==> src/rtl/pqt_pkg.sv <==
`default_nettype none
// ----------------------------------------------------------------------------
// Priority queue table package
// Sizes, operation and status codes, controller states and the command and
// status bundles shared by the controller and the datapath.
// ----------------------------------------------------------------------------
package pqt_pkg;

   localparam int CAPACITY = 64;
   localparam int IDX_W    = $clog2(CAPACITY);
   localparam int CNT_W    = $clog2(CAPACITY + 1);
   localparam int VAL_W    = 32;
   localparam int PRI_W    = 32;
   localparam int OP_W     = 2;
   localparam int ST_W     = 2;
   localparam int ECNT_W   = 7;

   typedef enum logic [OP_W-1:0] {
      OP_PUSH,
      OP_EXTRACT,
      OP_PEEK,
      OP_MODIFY
   } op_type;

   typedef enum logic [ST_W-1:0] {
      ST_OK,
      ST_EMPTY,
      ST_FULL,
      ST_NOT_FOUND
   } status_type;

   typedef enum logic [1:0] {
      S_IDLE,
      S_SCAN,
      S_SHIFT,
      S_FINISH
   } state_type;

   typedef struct packed {
      logic load;
      logic scan;
      logic shift_start;
      logic shift;
      logic commit;
   } cmd_type;

   typedef struct packed {
      logic req_is_push;
      logic queue_empty;
      logic is_extract;
      logic walk_done;
   } sts_type;

   // The reported entry count is the full true count; ECNT_W is wide enough to hold it.
   function automatic logic [ECNT_W-1:0] to_entry_count(input logic [CNT_W-1:0] c);
      logic [CNT_W+ECNT_W-1:0] wide;
      wide = {{ECNT_W{1'b0}}, c};
      return wide[ECNT_W-1:0];
   endfunction

endpackage
`default_nettype wire

==> src/rtl/pqt_ctrl.sv <==
`default_nettype none
// ----------------------------------------------------------------------------
// Priority queue table controller
// Sequences request capture, the table scan, compaction and the response.
// ----------------------------------------------------------------------------
module pqt_ctrl (
   input  logic             clock,
   input  logic             reset,
   input  logic             req_valid,
   output logic             req_stall,
   output logic             rsp_valid,
   input  logic             rsp_stall,
   output pqt_pkg::cmd_type cmd,
   input  pqt_pkg::sts_type sts
);
   import pqt_pkg::*;

   state_type state_ff, state_in;
   logic      rsp_valid_ff, rsp_valid_in;
   logic      out_free;

   assign out_free = !rsp_valid_ff || !rsp_stall;

   always_comb begin
      state_in = state_ff;
      case (state_ff)
         S_IDLE: begin
            if (req_valid) begin
               if (sts.req_is_push || sts.queue_empty) begin
                  state_in = S_FINISH;
               end else begin
                  state_in = S_SCAN;
               end
            end
         end
         S_SCAN: begin
            if (sts.walk_done) begin
               state_in = sts.is_extract ? S_SHIFT : S_FINISH;
            end
         end
         S_SHIFT: begin
            if (sts.walk_done) begin
               state_in = S_FINISH;
            end
         end
         S_FINISH: begin
            if (out_free) begin
               state_in = S_IDLE;
            end
         end
         default: state_in = S_IDLE;
      endcase
   end

   always_comb begin
      cmd = '0;
      case (state_ff)
         S_IDLE:   cmd.load = req_valid;
         S_SCAN: begin
            cmd.scan        = 1'b1;
            cmd.shift_start = sts.walk_done && sts.is_extract;
         end
         S_SHIFT:  cmd.shift = 1'b1;
         S_FINISH: cmd.commit = out_free;
         default:  cmd = '0;
      endcase
   end

   assign rsp_valid_in = cmd.commit || (rsp_valid_ff && rsp_stall);
   assign req_stall    = (state_ff != S_IDLE);
   assign rsp_valid    = rsp_valid_ff;

   always_ff @(posedge clock) begin
      if (reset) begin
         state_ff     <= S_IDLE;
         rsp_valid_ff <= 1'b0;
      end else begin
         state_ff     <= state_in;
         rsp_valid_ff <= rsp_valid_in;
      end
   end

endmodule
`default_nettype wire

==> src/rtl/pqt_datapath.sv <==
`default_nettype none
// ----------------------------------------------------------------------------
// Priority queue table datapath
// Entry tables, entry count, scan comparator, compaction walk and the
// response registers.
// ----------------------------------------------------------------------------
module pqt_datapath (
   input  logic                                 clock,
   input  logic                                 reset,
   input  pqt_pkg::cmd_type                     cmd,
   output pqt_pkg::sts_type                     sts,
   input  logic        [pqt_pkg::OP_W-1:0]      req_operation,
   input  logic signed [pqt_pkg::VAL_W-1:0]     req_item_value,
   input  logic        [pqt_pkg::PRI_W-1:0]     req_item_priority,
   output logic signed [pqt_pkg::VAL_W-1:0]     rsp_result_value,
   output logic        [pqt_pkg::ST_W-1:0]      rsp_status,
   output logic        [pqt_pkg::ECNT_W-1:0]    rsp_entry_count
);
   import pqt_pkg::*;

   localparam logic [CNT_W-1:0] CAP_CNT = CNT_W'(CAPACITY);

   logic [VAL_W-1:0] val_mem [CAPACITY];
   logic [PRI_W-1:0] pri_mem [CAPACITY];

   op_type           op_ff;
   logic [VAL_W-1:0] val_ff;
   logic [PRI_W-1:0] pri_ff;
   logic [CNT_W-1:0] count_ff, count_in;
   logic [CNT_W-1:0] issue_ff, issue_in;
   logic             pipe_valid_ff, pipe_valid_in;
   logic [IDX_W-1:0] pipe_idx_ff;
   logic [VAL_W-1:0] rd_val_ff;
   logic [PRI_W-1:0] rd_pri_ff;
   logic [IDX_W-1:0] best_idx_ff, best_idx_in;
   logic [PRI_W-1:0] best_pri_ff, best_pri_in;
   logic [VAL_W-1:0] best_val_ff, best_val_in;
   logic             found_ff, found_in;
   logic [IDX_W-1:0] found_idx_ff, found_idx_in;
   logic signed [VAL_W-1:0] rsp_val_ff, rsp_val_in;
   status_type       rsp_st_ff, rsp_st_in;
   logic [ECNT_W-1:0] rsp_cnt_ff;

   logic             issue_active;
   logic             take;
   logic             full;
   logic             empty;
   logic             val_we, pri_we;
   logic [IDX_W-1:0] wr_addr;
   logic [VAL_W-1:0] wr_val;
   logic [PRI_W-1:0] wr_pri;

   assign full  = (count_ff == CAP_CNT);
   assign empty = (count_ff == '0);

   assign sts.req_is_push = (req_operation == OP_PUSH);
   assign sts.queue_empty = empty;
   assign sts.is_extract  = (op_ff == OP_EXTRACT);
   assign sts.walk_done   = (issue_ff >= count_ff) && !pipe_valid_ff;

   // One table read is issued per cycle while walking; its data returns through a read register.
   assign issue_active  = (cmd.scan || cmd.shift) && (issue_ff < count_ff);
   assign pipe_valid_in = issue_active;
   assign take          = cmd.scan && pipe_valid_ff;

   always_comb begin
      issue_in = issue_ff;
      if (cmd.load) begin
         issue_in = '0;
      end else if (cmd.shift_start) begin
         issue_in = CNT_W'(best_idx_ff) + CNT_W'(1);
      end else if (issue_active) begin
         issue_in = issue_ff + CNT_W'(1);
      end
   end

   // Entry zero always seeds the maximum; later entries win only when strictly higher.
   always_comb begin
      best_idx_in  = best_idx_ff;
      best_pri_in  = best_pri_ff;
      best_val_in  = best_val_ff;
      found_in     = found_ff;
      found_idx_in = found_idx_ff;
      if (cmd.load) begin
         found_in = 1'b0;
      end else if (take) begin
         if ((pipe_idx_ff == '0) || (rd_pri_ff > best_pri_ff)) begin
            best_idx_in = pipe_idx_ff;
            best_pri_in = rd_pri_ff;
            best_val_in = rd_val_ff;
         end
         if (!found_ff && (rd_val_ff == val_ff)) begin
            found_in     = 1'b1;
            found_idx_in = pipe_idx_ff;
         end
      end
   end

   always_comb begin
      val_we     = 1'b0;
      pri_we     = 1'b0;
      wr_addr    = pipe_idx_ff - IDX_W'(1);
      wr_val     = rd_val_ff;
      wr_pri     = rd_pri_ff;
      count_in   = count_ff;
      rsp_val_in = '0;
      rsp_st_in  = ST_OK;
      if (cmd.shift && pipe_valid_ff) begin
         val_we = 1'b1;
         pri_we = 1'b1;
      end else if (cmd.commit) begin
         if (op_ff == OP_PUSH) begin
            if (full) begin
               rsp_st_in = ST_FULL;
            end else begin
               val_we   = 1'b1;
               pri_we   = 1'b1;
               wr_addr  = count_ff[IDX_W-1:0];
               wr_val   = val_ff;
               wr_pri   = pri_ff;
               count_in = count_ff + CNT_W'(1);
            end
         end else if (empty) begin
            rsp_st_in = ST_EMPTY;
         end else begin
            case (op_ff)
               OP_EXTRACT: begin
                  rsp_val_in = best_val_ff;
                  count_in   = count_ff - CNT_W'(1);
               end
               OP_PEEK: rsp_val_in = best_val_ff;
               OP_MODIFY: begin
                  if (found_ff) begin
                     pri_we  = 1'b1;
                     wr_addr = found_idx_ff;
                     wr_pri  = pri_ff;
                  end else begin
                     rsp_st_in = ST_NOT_FOUND;
                  end
               end
               default: rsp_st_in = ST_OK;
            endcase
         end
      end
   end

   always_ff @(posedge clock) begin
      if (val_we) begin
         val_mem[wr_addr] <= wr_val;
      end
      if (pri_we) begin
         pri_mem[wr_addr] <= wr_pri;
      end
      rd_val_ff <= val_mem[issue_ff[IDX_W-1:0]];
      rd_pri_ff <= pri_mem[issue_ff[IDX_W-1:0]];
   end

   always_ff @(posedge clock) begin
      if (reset) begin
         count_ff      <= '0;
         pipe_valid_ff <= 1'b0;
      end else begin
         count_ff      <= count_in;
         pipe_valid_ff <= pipe_valid_in;
      end
   end

   always_ff @(posedge clock) begin
      if (cmd.load) begin
         op_ff  <= op_type'(req_operation);
         val_ff <= req_item_value;
         pri_ff <= req_item_priority;
      end
      issue_ff     <= issue_in;
      pipe_idx_ff  <= issue_ff[IDX_W-1:0];
      best_idx_ff  <= best_idx_in;
      best_pri_ff  <= best_pri_in;
      best_val_ff  <= best_val_in;
      found_ff     <= found_in;
      found_idx_ff <= found_idx_in;
      if (cmd.commit) begin
         rsp_val_ff <= rsp_val_in;
         rsp_st_ff  <= rsp_st_in;
         rsp_cnt_ff <= to_entry_count(count_in);
      end
   end

   assign rsp_result_value = rsp_val_ff;
   assign rsp_status       = rsp_st_ff;
   assign rsp_entry_count  = rsp_cnt_ff;

endmodule
`default_nettype wire

==> src/rtl/priority_queue_table_unit.sv <==
`default_nettype none
// ----------------------------------------------------------------------------
// Priority queue table unit
// Unsorted priority queue kept in arrival order: push, extract-max,
// peek-max and modify-priority, one request at a time.
//
// Requests arrive on req_valid/req_stall with the operation, value and
// priority; each request produces exactly one response on rsp_valid/rsp_stall
// carrying the result value, a status code and the entry count afterwards.
// The unit takes one request at a time and holds req_stall high from the
// cycle after acceptance until its response is loaded into the output
// register. A push, or any request on an empty table, goes straight to the
// finish state without a table walk. Peek and modify walk every stored entry
// through a single comparator, one table read per cycle, before they respond.
// Extract adds the compaction walk, which moves one entry per cycle from the
// maximum to the end of the table. When the receiver stalls, the response is
// held in the output register and a new request is taken, but its response
// waits for the register to free. Reset empties the table; the entry storage
// itself is not cleared.
// ----------------------------------------------------------------------------
module priority_queue_table_unit (
   input  logic                                 clock,
   input  logic                                 reset,
   input  logic                                 req_valid,
   output logic                                 req_stall,
   input  logic        [pqt_pkg::OP_W-1:0]      req_operation,
   input  logic signed [pqt_pkg::VAL_W-1:0]     req_item_value,
   input  logic        [pqt_pkg::PRI_W-1:0]     req_item_priority,
   output logic                                 rsp_valid,
   input  logic                                 rsp_stall,
   output logic signed [pqt_pkg::VAL_W-1:0]     rsp_result_value,
   output logic        [pqt_pkg::ST_W-1:0]      rsp_status,
   output logic        [pqt_pkg::ECNT_W-1:0]    rsp_entry_count
);
   import pqt_pkg::*;

   cmd_type cmd;
   sts_type sts;

   pqt_ctrl u_ctrl (
      .clock     (clock),
      .reset     (reset),
      .req_valid (req_valid),
      .req_stall (req_stall),
      .rsp_valid (rsp_valid),
      .rsp_stall (rsp_stall),
      .cmd       (cmd),
      .sts       (sts)
   );

   pqt_datapath u_datapath (
      .clock             (clock),
      .reset             (reset),
      .cmd               (cmd),
      .sts               (sts),
      .req_operation     (req_operation),
      .req_item_value    (req_item_value),
      .req_item_priority (req_item_priority),
      .rsp_result_value  (rsp_result_value),
      .rsp_status        (rsp_status),
      .rsp_entry_count   (rsp_entry_count)
   );

endmodule
`default_nettype wire
==> config.mk <==
export PLATFORM = sky130hd
export DESIGN_NAME = priority_queue_table_unit
export DESIGN_NICKNAME = d
export VERILOG_FILES = /design/src/rtl/pqt_pkg.sv /design/src/rtl/pqt_ctrl.sv /design/src/rtl/pqt_datapath.sv /design/src/rtl/priority_queue_table_unit.sv
export SDC_FILE = /design/constraint.sdc
export NUM_CORES = 2
export LEC_CHECK = 0
export ABC_CLOCK_PERIOD_IN_PS = 6540
export CORE_AREA = 2 2 995 601
export DETAILED_ROUTE_END_ITERATION = 10
export DIE_AREA = 0 0 997 603
export DONT_BUFFER_PORTS = 1
export HOLD_SLACK_MARGIN = 0.15
export PLACE_DENSITY = 0.43
export SLEW_MARGIN = 30
export SYNTH_ARGS = -nofsm -noshare
export SYNTH_HDL_FRONTEND = slang
export SYNTH_SLANG_ARGS = --single-unit
==> constraint.sdc <==
create_clock -name clock -period 6.54 [get_ports clock]
set_input_delay 1.308 -clock clock [delete_from_list [all_inputs] [get_ports clock]]
set_output_delay 1.308 -clock clock [all_outputs]
set_load 0.03 [all_outputs]
==> results.py <==
metrics = {
    "run_status": {
        "outcome": "complete, no violations",
    },
    "pwr": {
        "power_switching_share": 0.334,
        "power.share.combinational": 0.264,
        "seqPwrFrac": 0.438,
        "cellLeakagePower_nw": 57.9,
        "powerDensity_nw_per_um2": 432,
        "worst_ir_drop_vdd_uv": 384,
        "report.power.total_mw": 83.1,
        "internal_power_mw": 55.4,
        "power_frac_clock": 0.298,
        "total_net_switching_power_mw": 27.7,
    },
    "synth": {
        "dominant_combinational_cell_family_by_area_after_synthesis": "multiplexers",
        "dominantRegCellSynth": "sky130_fd_sc_hd__edfxtp_1",
        "mappedNetlistNets": 7422,
        "yosys_warnings": 0,
        "yosys-mux-area-fraction": 0.142,
        "synth_top_cells_by_count": "4279 x sky130_fd_sc_hd__edfxtp_1, 1024 x sky130_fd_sc_hd__mux4_2, 257 x sky130_fd_sc_hd__a22oi_1, 257 x sky130_fd_sc_hd__clkbuf_1, 156 x sky130_fd_sc_hd__a21oi_1",
        "synth-seq-cells": 4368,
        "synthesized_area_fraction_occupied_by_xor_and_xnor_cells": 0.00260,
        "synth-compound-area-share": 0.0372,
        "syn_area_um2": 165000,
        "synth-edff-count": 4279,
        "async_flop_share": 0,
        "yosys.area.top_type": "sky130_fd_sc_hd__edfxtp_1",
        "synth_cells": 7300,
        "synthDominantCellAreaShare": 0.777,
        "synthDistinctLibCells": 65,
        "yosysSeqAreaShare": 0.788,
        "synthTopCellsByArea": "sky130_fd_sc_hd__edfxtp_1 78%, sky130_fd_sc_hd__mux4_2 14%, sky130_fd_sc_hd__a22oi_1 1.2%",
        "post_synthesis_simple_gate_area_fraction": 0.0145,
        "post_synthesis_adder_cell_area_fraction": 0.00394,
        "yosys.cell_count.top_type": "sky130_fd_sc_hd__edfxtp_1",
        "syn_area_per_cell_um2": 22.6,
    },
    "global_route": {
        "global_route_wire_length_before_repair_mm": 681,
        "first_global_vias": 79000,
        "grt_max_degree": 113,
        "global_route.overflow_total": 0,
        "grt_antenna_before_repair": 49,
        "track_usage": 0.162,
    },
    "cts": {
        "clk_path_buf_depth": 4,
        "cts_buffers": 437,
        "clock_latency_ns": 1.05,
        "ctsHoldBuffers": 0,
        "clock_tree.htree_level_count": 5,
        "root_buf_cell": "sky130_fd_sc_hd__clkbuf_16",
        "post_cts_resized": 0,
        "cts.reportedPaths.clkPinSlew_ns": 0.06,
        "cts_setup_buffers": 0,
        "clock-sinks": 4368,
        "cts_tree": "done",
    },
    "setup_path": {
        "timing.critical_path.mode_cell": "sky130_fd_sc_hd__buf_4",
        "start_kind": "flop",
        "worstPathMaxFanout": 34,
        "cp_slowest_stage_delay_ns": 0.91,
        "critPathCaptureType": "flop",
        "cp_data_arrival_time_ns": 6.15,
        "timing.setup.critical_path_class": "reg -> reg",
        "required_ns": 7.21,
        "cp_cell_sequence": "inv_1, ha_1, nor3b_4, nand3_1, nand2_2, buf_4, a221o_1, nand3_1, buf_4, nor2_4, buf_4",
        "critical-path-slowest-cell": "sky130_fd_sc_hd__a221o_1",
    },
    "die": {
        "core_area_um2": 591000,
        "starting_density_of_the_core": 0.280,
        "cell_rows": 219,
        "dieHeight_um": 603,
        "die_x_um": 997,
        "io_pins": 113,
        "floorplan.die_area_um2": 601000,
    },
    "routing": {
        "vias": 80100,
        "route.final.wire_length_mm": 501,
        "detail_route.drc_violations": 0,
        "drt-initial-drc-count": 11400,
        "routed_via_density": 5.04,
        "route.detailed.wl_per_inst_um": 31.5,
        "remaining_antenna_violation_count_after_routing": 0,
        "detailedRoute.firstPassIterationCount": 8,
    },
    "timing": {
        "final_max_slew_viol_count": 0,
        "maxClockFrequency_mhz": 182,
        "rsz0062_at_grt": "no",
        "report.final.hold_viol_count": 0,
        "tcrit_tclk_final": 0.838,
        "skew_ns": 0.0576,
        "slew_headroom": 0.228,
        "finalSetupTns_ns": 0,
        "period_needed_ns": 5.48,
        "finalSetupViolations": 0,
        "final.hold.worst_slack_ns": 0.362,
        "timing_worst_slew_pin_value_ns": 1.16,
        "timing.final.ws_setup_ns": 1.06,
    },
    "min_path": {
        "worst_hold_path_type": "in -> reg",
    },
    "placement": {
        "detailed_place_hpwl_mm": 308,
        "final_wtd_congestion": 0.845,
        "detailedPlace.worstSlack_ns": 1.04,
        "placement.io_buffers": 0,
    },
    "cells_and_area": {
        "postLayoutCoreUtil": 0.325,
        "nNetsFinal": 7792,
        "multi_input_area_um2": 34700,
        "layout-drive-gt1-share": 0.283,
        "fill_cells": 55500,
        "final-seq-area_um2": 130000,
        "area.growth.synth_to_final_pct": 16.3,
    },
    "flow_run": {
        "cap_viol_max_count": 0,
    },
}
[metal layers]
metal,GRT usage,vias up,part of all wire,wire [um]
li1,-,32100,-,-
met4,0.0280,10,0.017,8570
met5,0,-,0.00011,56
met1,0.254,44200,0.47,236000
met2,0.215,3327,0.40,199000
met3,0.0568,487,0.11,56600
[registers in the layout, summed over array words and instances (netlist names)]
register,count
u_datapath.found_ff,1
u_datapath.count_ff,7
u_datapath.best_val_ff,32
u_datapath.val_mem,2048
u_datapath.val_ff,32
u_ctrl.rsp_valid,1
u_datapath.rsp_result_value,32
u_datapath.rsp_status,2
u_datapath.pipe_valid_ff,1
u_datapath.pri_mem,2048
u_datapath.rsp_entry_count,7
u_datapath.op_ff,2
u_datapath.best_idx_ff,6
u_ctrl.state_ff,2
u_datapath.found_idx_ff,6
u_datapath.issue_ff,7
u_datapath.rd_pri_ff,32
u_datapath.best_pri_ff,32
u_datapath.pipe_idx_ff,6
u_datapath.pri_ff,32
u_datapath.rd_val_ff,32
[logic make-up (layout without fill, tap and decap cells)]
logic type / count (synthesis) / in the layout
DFF: 4368 / 4368
xor gates and xnor gates: 49 / 49
AOI/OAI and AO/OA: 811 / 811
buffers and inverters: 470 / 1204
other: 0 / 16
adders and majority gates: 52 / 52
and+or+nand+nor: 492 / 492
muxes: 1058 / 1058
[critical path, delay by kind of cell (launching register included)]
kind / cells / cell delay (ns)
and+or+nand+nor: 5 / 1.87
adders and majority gates: 1 / 0.23
AOI/OAI and AO/OA: 1 / 0.91
DFF: 1 / 0.44
buffers and inverters: 4 / 1.65
[through the flow]
step	area (um^2)	cells
3_3_place_gp	177000	15100
5_1_grt	192000	15900
6_report	192000	15900
2_1_floorplan	165000	7300
4_1_cts	192000	15900
3_5_place_dp	178000	15100
[layout by cell type (no fill, tap or decap), drive strengths merged, types with 8 or more instances in the layout]
cell type and n:
a221oi 136, mux4 1024, xor2 29, o21ai 17, ha 52, a21oi 157, nand2 132, nand4 16
a211oi 13, a22oi 257, mux2 34, a22o 129, clkbuf 538, dfxtp 89, and2 36, bufinv 33
buf 345, diode 16, o221ai 65, nand2b 10, xnor2 20, inv 74, nand3 29, edfxtp 4279
nor4 9, clkinv 207, nor2 124, nor2b 8, nor3 102
[layout make-up]
class                   instances  share of cell area
clock inverters               266              0.0123
flip-flops and latches       4368               0.678
inverters                      55             0.00110
well taps                    7845              0.0511
diodes                         16            0.000208
repair buffers                346              0.0169
clock buffers                 537              0.0601
multi-input cells            2462               0.181
[power by group through the flow]
stage	Sequential, mW	Clock [mW]	Combinational, mW
after floorplan	36.5	0	10.6
after global placement	37.0	0	21.3
after detailed placement	37.0	0	21.8
after CTS	36.4	25.3	21.9
after global routing	36.4	26.4	23.2
final	36.4	24.7	22.0
[final timing paths]
kind,startpoint,end,slack [ns],cells after the start
max,u_datapath.count_ff[1]$_SDFF_PP0_,u_datapath.pri_mem[41][27]$_DFFE_PP_,1.06,11
min reg2reg,u_datapath.rd_pri_ff[0]$_DFF_P_,u_datapath.best_pri_ff[0]$_DFFE_PP_,0.46,0
min,req_item_value[0],u_datapath.val_ff[0]$_DFFE_PP_,0.36,0
max reg2reg,u_datapath.count_ff[1]$_SDFF_PP0_,u_datapath.pri_mem[41][27]$_DFFE_PP_,1.06,11
No activity file was read; power rests on OpenSTA's default activity.
